$ cat config.mk
export PLATFORM = sky130hd
export DESIGN_NAME = first_fit_bin_packer_top
export DESIGN_NICKNAME = d
export VERILOG_FILES = /design/src/rtl/core/ffbp_pkg.sv /design/src/rtl/core/ffbp_ctrl.sv /design/src/rtl/core/ffbp_dpath.sv /design/src/rtl/core/first_fit_bin_packer_top.sv
export SDC_FILE = /design/constraint.sdc
export NUM_CORES = 1
export LEC_CHECK = 0
export BUFFER_PORTS_ARGS = -buffer_cell sky130_fd_sc_hd__buf_2
export CAP_MARGIN = 20
export CORE_AREA = 3 3 240 336
export CTS_CLUSTER_SIZE = 16
export DETAILED_ROUTE_END_ITERATION = 16
export DIE_AREA = 0 0 243 339
export PLACE_DENSITY = 0.73
export SKIP_CTS_REPAIR_TIMING = 1
export SLEW_MARGIN = 20
export SYNTH_ARGS = -nofsm -noshare
export SYNTH_HDL_FRONTEND = slang
export SYNTH_HIERARCHICAL = 1
export SYNTH_SLANG_ARGS = --single-unit
export TNS_END_PERCENT = 1
$ cat constraint.sdc
create_clock -name clock -period 6.75 [get_ports clock]
set_input_delay 0.3375 -clock clock [delete_from_list [all_inputs] [get_ports clock]]
set_output_delay 0.3375 -clock clock [all_outputs]
set_load 0.02 [all_outputs]
$ cat src/rtl/core/ffbp_pkg.sv
`default_nettype none

package ffbp_pkg;

   // Table geometry
   localparam int MAX_BINS    = 64;
   localparam int WEIGHT_BITS = 16;

   // Port field widths
   localparam int WEIGHT_W    = 16;
   localparam int CAP_W       = 16;
   localparam int IDX_FIELD_W = 6;
   localparam int CNT_FIELD_W = 7;
   localparam int STATUS_W    = 2;

   // Internal widths
   localparam int WT_W      = (WEIGHT_BITS < WEIGHT_W) ? WEIGHT_BITS : WEIGHT_W;
   localparam int BIN_IDX_W = $clog2(MAX_BINS);
   localparam int CNT_W     = $clog2(MAX_BINS + 1);

   localparam logic [CAP_W-1:0] CAP_RESET = CAP_W'(100);

   // Result status codes
   localparam logic [STATUS_W-1:0] ST_EXISTING = 2'd0;
   localparam logic [STATUS_W-1:0] ST_NEW      = 2'd1;
   localparam logic [STATUS_W-1:0] ST_TOO_BIG  = 2'd2;
   localparam logic [STATUS_W-1:0] ST_FULL     = 2'd3;

   // Controller to datapath commands
   typedef struct packed {
      logic                load;
      logic                scan_clr;
      logic                scan_inc;
      logic                set_status;
      logic [STATUS_W-1:0] status;
      logic                commit;
   } ffbp_cmd_type;

   // Datapath to controller status
   typedef struct packed {
      logic too_big;
      logic open_zero;
      logic fit;
      logic last;
      logic full;
      logic slot_free;
   } ffbp_sts_type;

   // Fit a bin index into the result field (zero-extend or mask)
   function automatic logic [IDX_FIELD_W-1:0] idx_field(input logic [BIN_IDX_W-1:0] v);
      logic [BIN_IDX_W+IDX_FIELD_W-1:0] t;
      t = '0;
      t[BIN_IDX_W-1:0] = v;
      return t[IDX_FIELD_W-1:0];
   endfunction

   // Fit a bin count into the result field (zero-extend or mask)
   function automatic logic [CNT_FIELD_W-1:0] cnt_field(input logic [CNT_W-1:0] v);
      logic [CNT_W+CNT_FIELD_W-1:0] t;
      t = '0;
      t[CNT_W-1:0] = v;
      return t[CNT_FIELD_W-1:0];
   endfunction

endpackage

`default_nettype wire

$ cat src/rtl/core/ffbp_ctrl.sv
`default_nettype none

module ffbp_ctrl
   import ffbp_pkg::*;
(
   input  wire logic         clock,
   input  wire logic         reset,
   input  wire logic         req_valid,
   output logic              req_stall,
   input  wire ffbp_sts_type sts,
   output ffbp_cmd_type      cmd
);

   localparam logic [2:0] S_IDLE    = 3'd0;
   localparam logic [2:0] S_CHECK   = 3'd1;
   localparam logic [2:0] S_READ    = 3'd2;
   localparam logic [2:0] S_COMPARE = 3'd3;
   localparam logic [2:0] S_EMIT    = 3'd4;

   logic [2:0] state_ff;
   logic [2:0] state_in;

   // Sequence one item: check, scan bins, emit
   always_comb begin
      cmd       = '0;
      state_in  = state_ff;
      req_stall = (state_ff != S_IDLE);
      case (state_ff)
         S_IDLE: begin
            if (req_valid) begin
               cmd.load = 1'b1;
               state_in = S_CHECK;
            end
         end
         S_CHECK: begin
            if (sts.too_big) begin
               cmd.set_status = 1'b1;
               cmd.status     = ST_TOO_BIG;
               state_in       = S_EMIT;
            end else if (sts.open_zero) begin
               cmd.set_status = 1'b1;
               cmd.status     = ST_NEW;
               state_in       = S_EMIT;
            end else begin
               cmd.scan_clr = 1'b1;
               state_in     = S_READ;
            end
         end
         S_READ: begin
            state_in = S_COMPARE;
         end
         S_COMPARE: begin
            if (sts.fit) begin
               cmd.set_status = 1'b1;
               cmd.status     = ST_EXISTING;
               state_in       = S_EMIT;
            end else if (sts.last) begin
               cmd.set_status = 1'b1;
               cmd.status     = sts.full ? ST_FULL : ST_NEW;
               state_in       = S_EMIT;
            end else begin
               cmd.scan_inc = 1'b1;
               state_in     = S_READ;
            end
         end
         S_EMIT: begin
            if (sts.slot_free) begin
               cmd.commit = 1'b1;
               state_in   = S_IDLE;
            end
         end
         default: begin
            state_in = S_IDLE;
         end
      endcase
   end

   always_ff @(posedge clock) begin
      if (reset) begin
         state_ff <= S_IDLE;
      end else begin
         state_ff <= state_in;
      end
   end

endmodule

`default_nettype wire

$ cat src/rtl/core/ffbp_dpath.sv
`default_nettype none

module ffbp_dpath
   import ffbp_pkg::*;
(
   input  wire logic                   clock,
   input  wire logic                   reset,
   input  wire logic [WEIGHT_W-1:0]    req_weight,
   input  wire logic                   req_first_item,
   input  wire logic [CAP_W-1:0]       bin_capacity,
   input  wire ffbp_cmd_type           cmd,
   output ffbp_sts_type                sts,
   output logic                        rsp_valid,
   input  wire logic                   rsp_stall,
   output logic [IDX_FIELD_W-1:0]      rsp_bin_index,
   output logic [CNT_FIELD_W-1:0]      rsp_bins_used,
   output logic [STATUS_W-1:0]         rsp_status
);

   logic [WT_W-1:0] mem [MAX_BINS];

   logic [WT_W-1:0]        weight_ff, weight_in;
   logic [WT_W-1:0]        rd_ff;
   logic [CNT_W-1:0]       open_bins_ff, open_bins_in;
   logic [BIN_IDX_W-1:0]   scan_ff, scan_in;
   logic [STATUS_W-1:0]    status_ff, status_in;
   logic                   rsp_valid_ff, rsp_valid_in;
   logic [IDX_FIELD_W-1:0] rsp_bin_index_ff, rsp_bin_index_in;
   logic [CNT_FIELD_W-1:0] rsp_bins_used_ff, rsp_bins_used_in;
   logic [STATUS_W-1:0]    rsp_status_ff, rsp_status_in;

   logic [WT_W-1:0]      cap_w;
   logic [BIN_IDX_W-1:0] new_addr;
   logic                 mem_we;
   logic [BIN_IDX_W-1:0] mem_waddr;
   logic [WT_W-1:0]      mem_wdata;

   assign cap_w    = bin_capacity[WT_W-1:0];
   assign new_addr = open_bins_ff[BIN_IDX_W-1:0];

   // Report conditions to the controller
   always_comb begin
      sts.too_big   = (weight_ff > cap_w);
      sts.open_zero = (open_bins_ff == '0);
      sts.fit       = (rd_ff >= weight_ff);
      sts.last      = ((CNT_W'(scan_ff) + CNT_W'(1)) == open_bins_ff);
      sts.full      = (open_bins_ff == CNT_W'(MAX_BINS));
      sts.slot_free = !rsp_valid_ff || !rsp_stall;
   end

   // Pick the table update for a committed item
   always_comb begin
      mem_we    = cmd.commit && ((status_ff == ST_EXISTING) || (status_ff == ST_NEW));
      mem_waddr = (status_ff == ST_EXISTING) ? scan_ff : new_addr;
      mem_wdata = (status_ff == ST_EXISTING) ? (rd_ff - weight_ff) : (cap_w - weight_ff);
   end

   // Advance item, scan and count registers
   always_comb begin
      weight_in    = weight_ff;
      open_bins_in = open_bins_ff;
      scan_in      = scan_ff;
      status_in    = status_ff;
      if (cmd.load) begin
         weight_in = req_weight[WT_W-1:0];
         if (req_first_item) begin
            open_bins_in = '0;
         end
      end
      if (cmd.scan_clr) begin
         scan_in = '0;
      end else if (cmd.scan_inc) begin
         scan_in = scan_ff + BIN_IDX_W'(1);
      end
      if (cmd.set_status) begin
         status_in = cmd.status;
      end
      if (cmd.commit && (status_ff == ST_NEW)) begin
         open_bins_in = open_bins_ff + CNT_W'(1);
      end
   end

   // Load the result register on commit, drop it once taken
   always_comb begin
      rsp_valid_in     = rsp_valid_ff;
      rsp_bin_index_in = rsp_bin_index_ff;
      rsp_bins_used_in = rsp_bins_used_ff;
      rsp_status_in    = rsp_status_ff;
      if (cmd.commit) begin
         rsp_valid_in  = 1'b1;
         rsp_status_in = status_ff;
         case (status_ff)
            ST_EXISTING: begin
               rsp_bin_index_in = idx_field(scan_ff);
               rsp_bins_used_in = cnt_field(open_bins_ff);
            end
            ST_NEW: begin
               rsp_bin_index_in = idx_field(new_addr);
               rsp_bins_used_in = cnt_field(open_bins_ff + CNT_W'(1));
            end
            default: begin
               rsp_bin_index_in = '0;
               rsp_bins_used_in = cnt_field(open_bins_ff);
            end
         endcase
      end else if (rsp_valid_ff && !rsp_stall) begin
         rsp_valid_in = 1'b0;
      end
   end

   // Bin table: one read and one write port
   always_ff @(posedge clock) begin
      if (mem_we) begin
         mem[mem_waddr] <= mem_wdata;
      end
      rd_ff <= mem[scan_ff];
   end

   always_ff @(posedge clock) begin
      if (reset) begin
         open_bins_ff <= '0;
         rsp_valid_ff <= 1'b0;
      end else begin
         open_bins_ff <= open_bins_in;
         rsp_valid_ff <= rsp_valid_in;
      end
   end

   always_ff @(posedge clock) begin
      weight_ff        <= weight_in;
      scan_ff          <= scan_in;
      status_ff        <= status_in;
      rsp_bin_index_ff <= rsp_bin_index_in;
      rsp_bins_used_ff <= rsp_bins_used_in;
      rsp_status_ff    <= rsp_status_in;
   end

   assign rsp_valid     = rsp_valid_ff;
   assign rsp_bin_index = rsp_bin_index_ff;
   assign rsp_bins_used = rsp_bins_used_ff;
   assign rsp_status    = rsp_status_ff;

   a_open_bound: assert property (@(posedge clock) disable iff (reset)
      open_bins_ff <= CNT_W'(MAX_BINS))
      else $error("open bin count beyond table size");

   a_new_counts: assert property (@(posedge clock) disable iff (reset)
      cmd.commit && (status_ff == ST_NEW) |=>
         open_bins_ff == $past(open_bins_ff) + CNT_W'(1))
      else $error("new bin did not advance the count");

   a_commit_free: assert property (@(posedge clock) disable iff (reset)
      cmd.commit |-> (!rsp_valid_ff || !rsp_stall))
      else $error("commit over an untaken result");

   a_unplaced_zero: assert property (@(posedge clock) disable iff (reset)
      rsp_valid_ff && ((rsp_status_ff == ST_TOO_BIG) || (rsp_status_ff == ST_FULL))
         |-> (rsp_bin_index_ff == '0))
      else $error("unplaced item carries a bin index");

endmodule

`default_nettype wire

$ cat src/rtl/core/first_fit_bin_packer_top.sv
// First-fit bin packer.
// Input channel (req_): one beat carries an item weight and a first-item flag;
// a beat is taken at a clock edge with req_valid high and req_stall low.
// A set first-item flag empties the bin table before the item is placed.
// Result channel (rsp_): one beat per item with the chosen bin, the bins in use
// and a status (existing bin, new bin, weight too large, table full).
// Config channel (csr_): csr_bin_capacity is written when csr_valid and
// csr_ready are high; write it only while no item is in flight.
// From an accepted beat the controller checks the weight, then reads and
// compares the open bins one by one (no bin is compared when the weight is
// too large or no bin is open), and loads the result into the output register.
// The bin table has one read port; each entry is read and then compared, which
// sets the scan time. One item is worked at a time: the next beat can be taken
// the cycle after the result is loaded into the output register.
// A stalled result holds in the output register; a finished item waits in
// the datapath until the register frees, and req_stall stays high meanwhile.
// Reset empties the table, drops any result and sets the capacity to 100.
`default_nettype none

module first_fit_bin_packer_top
   import ffbp_pkg::*;
(
   input  wire logic                   clock,
   input  wire logic                   reset,
   input  wire logic                   req_valid,
   output logic                        req_stall,
   input  wire logic [WEIGHT_W-1:0]    req_weight,
   input  wire logic                   req_first_item,
   output logic                        rsp_valid,
   input  wire logic                   rsp_stall,
   output logic [IDX_FIELD_W-1:0]      rsp_bin_index,
   output logic [CNT_FIELD_W-1:0]      rsp_bins_used,
   output logic [STATUS_W-1:0]         rsp_status,
   input  wire logic                   csr_valid,
   output logic                        csr_ready,
   input  wire logic [CAP_W-1:0]       csr_bin_capacity
);

   ffbp_cmd_type cmd;
   ffbp_sts_type sts;

   logic [CAP_W-1:0] cap_ff;

   // Capacity register
   assign csr_ready = 1'b1;

   always_ff @(posedge clock) begin
      if (reset) begin
         cap_ff <= CAP_RESET;
      end else if (csr_valid && csr_ready) begin
         cap_ff <= csr_bin_capacity;
      end
   end

   ffbp_ctrl u_ctrl (
      .clock     (clock),
      .reset     (reset),
      .req_valid (req_valid),
      .req_stall (req_stall),
      .sts       (sts),
      .cmd       (cmd)
   );

   ffbp_dpath u_dpath (
      .clock          (clock),
      .reset          (reset),
      .req_weight     (req_weight),
      .req_first_item (req_first_item),
      .bin_capacity   (cap_ff),
      .cmd            (cmd),
      .sts            (sts),
      .rsp_valid      (rsp_valid),
      .rsp_stall      (rsp_stall),
      .rsp_bin_index  (rsp_bin_index),
      .rsp_bins_used  (rsp_bins_used),
      .rsp_status     (rsp_status)
   );

endmodule

`default_nettype wire

==> results.toml <==
[routing]
ant_nets = 0
first_iter_violations = 2547
firstDrtPassIters = 5
drcViolationCount = 0
wl_mm = 111
routed-via-count = 22700
via_per_inst = 6.45
wl_per_cell_microns = 31.6

[job]
cap_violations = 0

[clock_network]
cts_root_buf = "clkbuf_16"
numCtsBuffers = 99
cts_sinks = 1106
clkLatencyLatePin_ns = 0.70
cts_buffer_depth = 3
tritoncts = "done"
h-tree-depth = 3
cts.clk_slew.worst_paths_ns = 0.07

[synth]
synth_flop_cell = "edfxtp_1"
syn_inst = 2215
ys_ff_latch = 1106
yosysSeqAreaShare_pct = 74.0
yosysMostFrequentCell = "edfxtp_1"
synth_area_leader_cell = "edfxtp_1"
synth_edf_count = 1057
synth_top_area_share_pct = 71.8
syn_avg_cell_area_sq_um = 20.0
synth_area_sq_um = 44200
async_flop_share_pct = 0
syn-num-nets = 2291
ys.warnings.count = 6
synth_commonest_cells = "edfxtp_1 (1057), mux4_2 (288), nor2_1 (129)"
ys_types = 64
ys_top_cells_by_area = "edfxtp_1 (72%), mux4_2 (15%), dfxtp_1 (2.2%)"

[place]
io_buffer_count = 54
hpwl_mm = 65.6
gp_congestion = 0.986
place_ws_ns = 2.35

[final_layout]
layout.core_utilization_pct = 64.1
drive_gt1_share_pct = 25.2
area_growth_syn_to_layout_pct = 12.8
nets = 2461

[floorplan]
die-area_sq_um = 82400
die_w_microns = 243
placementRows = 121
ios = 56
core_sq_um = 77800
initial_core_util_pct = 56.8
die_h_microns = 339

[outcome]
outcome = "complete, no violations"

[pwr]
power_mw = 14.4
p_per_area_nw_per_um2 = 289
power.leakage_nw = 15.6
irDropWorstVdd_mv = 0.224

[critical_path]
worstPathMaxFanout = 54
slowest_delay_ns = 1.04
worstPathCellList = "buf_6 > mux4_2 > mux4_2 > a22oi_1 > nand2_1"
r2r-start = "u_dpath/scan_ff[0]"
cp-startpoint = "u_dpath/scan_ff[0]"
worst_ep_required_time_ns = 7.29
end_kind = "flip-flop"
arrival_ns = 4.62
slowest_stage = "dfxtp_4"
start_kind = "flip-flop"
worstSetupPathType = "reg2reg"
cp_common_cell = "mux4_2"

[sta]
fin_crit_sh_pct = 60.6
min_period_ns = 4.09
finalHoldViolCount = 0
holdWs_ns = 0.111
tightest_slew_ns = 1.12
fmax_ghz = 0.245
setup_tns_ns = 0
layout_setup_ws_ns = 2.66
rsz0062_at_grt = "no"
finalSetupViolCount = 0
drv_slew = 0
fin_skew_ns = 0.0605
slew_headroom_pct = 25.0

[grt]
grt_pass1_wl_mm = 161
grt_max_degree = 91
grt_use_total_pct = 27.4
antenna_found_initial = 5
grt_overflow = 0
grt_pass1_vias = 23300

[worst_hold_path]
hold_class = "in2reg"
hp-start = "req_first_item"
==> logic make-up after synthesis <==
logic type / after synthesis / share of synthesized area (%)
flops: 1106 / 74.0
simple gates: 355 / 3.62
mux: 352 / 16.1
compound gates: 178 / 2.77
buf+inv: 146 / 1.58
xor+xnor: 39 / 0.773
fa+ha+maj: 38 / 1.11
other cells: 1 / 0.00848
==> power by group <==
part           switching [mW]  internal [mW]
Combinational           0.630          0.171
Sequential             0.0179           7.87
Clock                    2.51           3.20
Total                    3.16           11.2
==> flip-flops by register name, indices dropped and copies added (netlist names) <==
| name | count |
|---|---|
| u_dpath/open_bins_ff | 7 |
| u_dpath/rsp_bins_used | 7 |
| u_dpath/rsp_bin_index | 6 |
| cap_ff | 16 |
| u_ctrl/state_ff | 3 |
| u_dpath/rd_ff | 16 |
| u_dpath/weight_ff | 16 |
| u_dpath/rsp_status | 2 |
| u_dpath/status_ff | 2 |
| u_dpath/rsp_valid | 1 |
| u_dpath/mem | 1024 |
| u_dpath/scan_ff | 6 |
==> critical path, delay by kind of cell (launching register included) <==
kind	cells	cell delay [ns]
compound gates	1	0.87
buf+inv	1	0.66
flops	1	1.04
mux	2	1.13
simple gates	1	0.11
==> area by class of cell <==
| class | count | area, sq um |
|---|---|---|
| diodes | 4 | 10.0 |
| clock buffers | 116 | 2550 |
| clock inverters | 70 | 773 |
| fillers | 5118 | 28000 |
| inverters | 33 | 124 |
| multi-input cells | 963 | 11000 |
| flip-flops and latches | 1106 | 32700 |
| well taps | 1045 | 1310 |
| repair buffers | 182 | 1350 |
==> worst paths after layout <==
path | endpoint | slack [ns] | cells after the start
setup / recovery | u_dpath/rd_ff[9] | 2.66 | 5
hold / removal | u_dpath/open_bins_ff[1] | 0.11 | 4
setup reg to reg | u_dpath/rd_ff[9] | 2.66 | 5
hold reg to reg | cap_ff[8] | 0.52 | 2
==> through the flow <==
stage,instance area (sq um),instances
finish,49800,3519
CTS,49500,3480
detailed placement,46100,3294
global route,49800,3516
floorplan,44200,2215
global placement,46100,3294
==> metal layers <==
metal  wire length, microns  global-route usage [%]  vias to the layer above
li1                       -                       -                     9425
met1                  38800                    34.5                    11800
met2                  56200                    45.2                     1154
met3                   8480                    4.41                      276
met4                   7760                    16.5                        0
met5                      0                       0                        -
==> placed cells by master, fill, tap and decap left out, types with 5 or more instances in the layout <==
master / count
a211oi_1: 10
a21oi_1: 32
a22oi_1: 14
a31oi_1: 7
a32oi_1: 33
and2_1: 5
and3_1: 5
buf_2: 54
buf_4: 90
bufinv_16: 12
clkbuf_1: 16
clkbuf_16: 99
clkinv_1: 19
clkinv_2: 21
clkinvlp_4: 7
dfxtp_1: 45
dlygate4sd3_1: 34
edfxtp_1: 1057
ha_1: 36
inv_1: 32
mux2i_1: 57
mux2i_4: 7
mux4_2: 288
nand2_1: 112
nand2b_1: 10
nand3_1: 26
nand4_1: 12
nor2_1: 120
nor2_2: 6
nor2b_1: 21
nor3_1: 12
o21a_1: 8
o21ai_0: 32
or3_1: 6
xnor2_1: 30
xor2_1: 9
No activity file was read; power rests on OpenSTA's default activity.
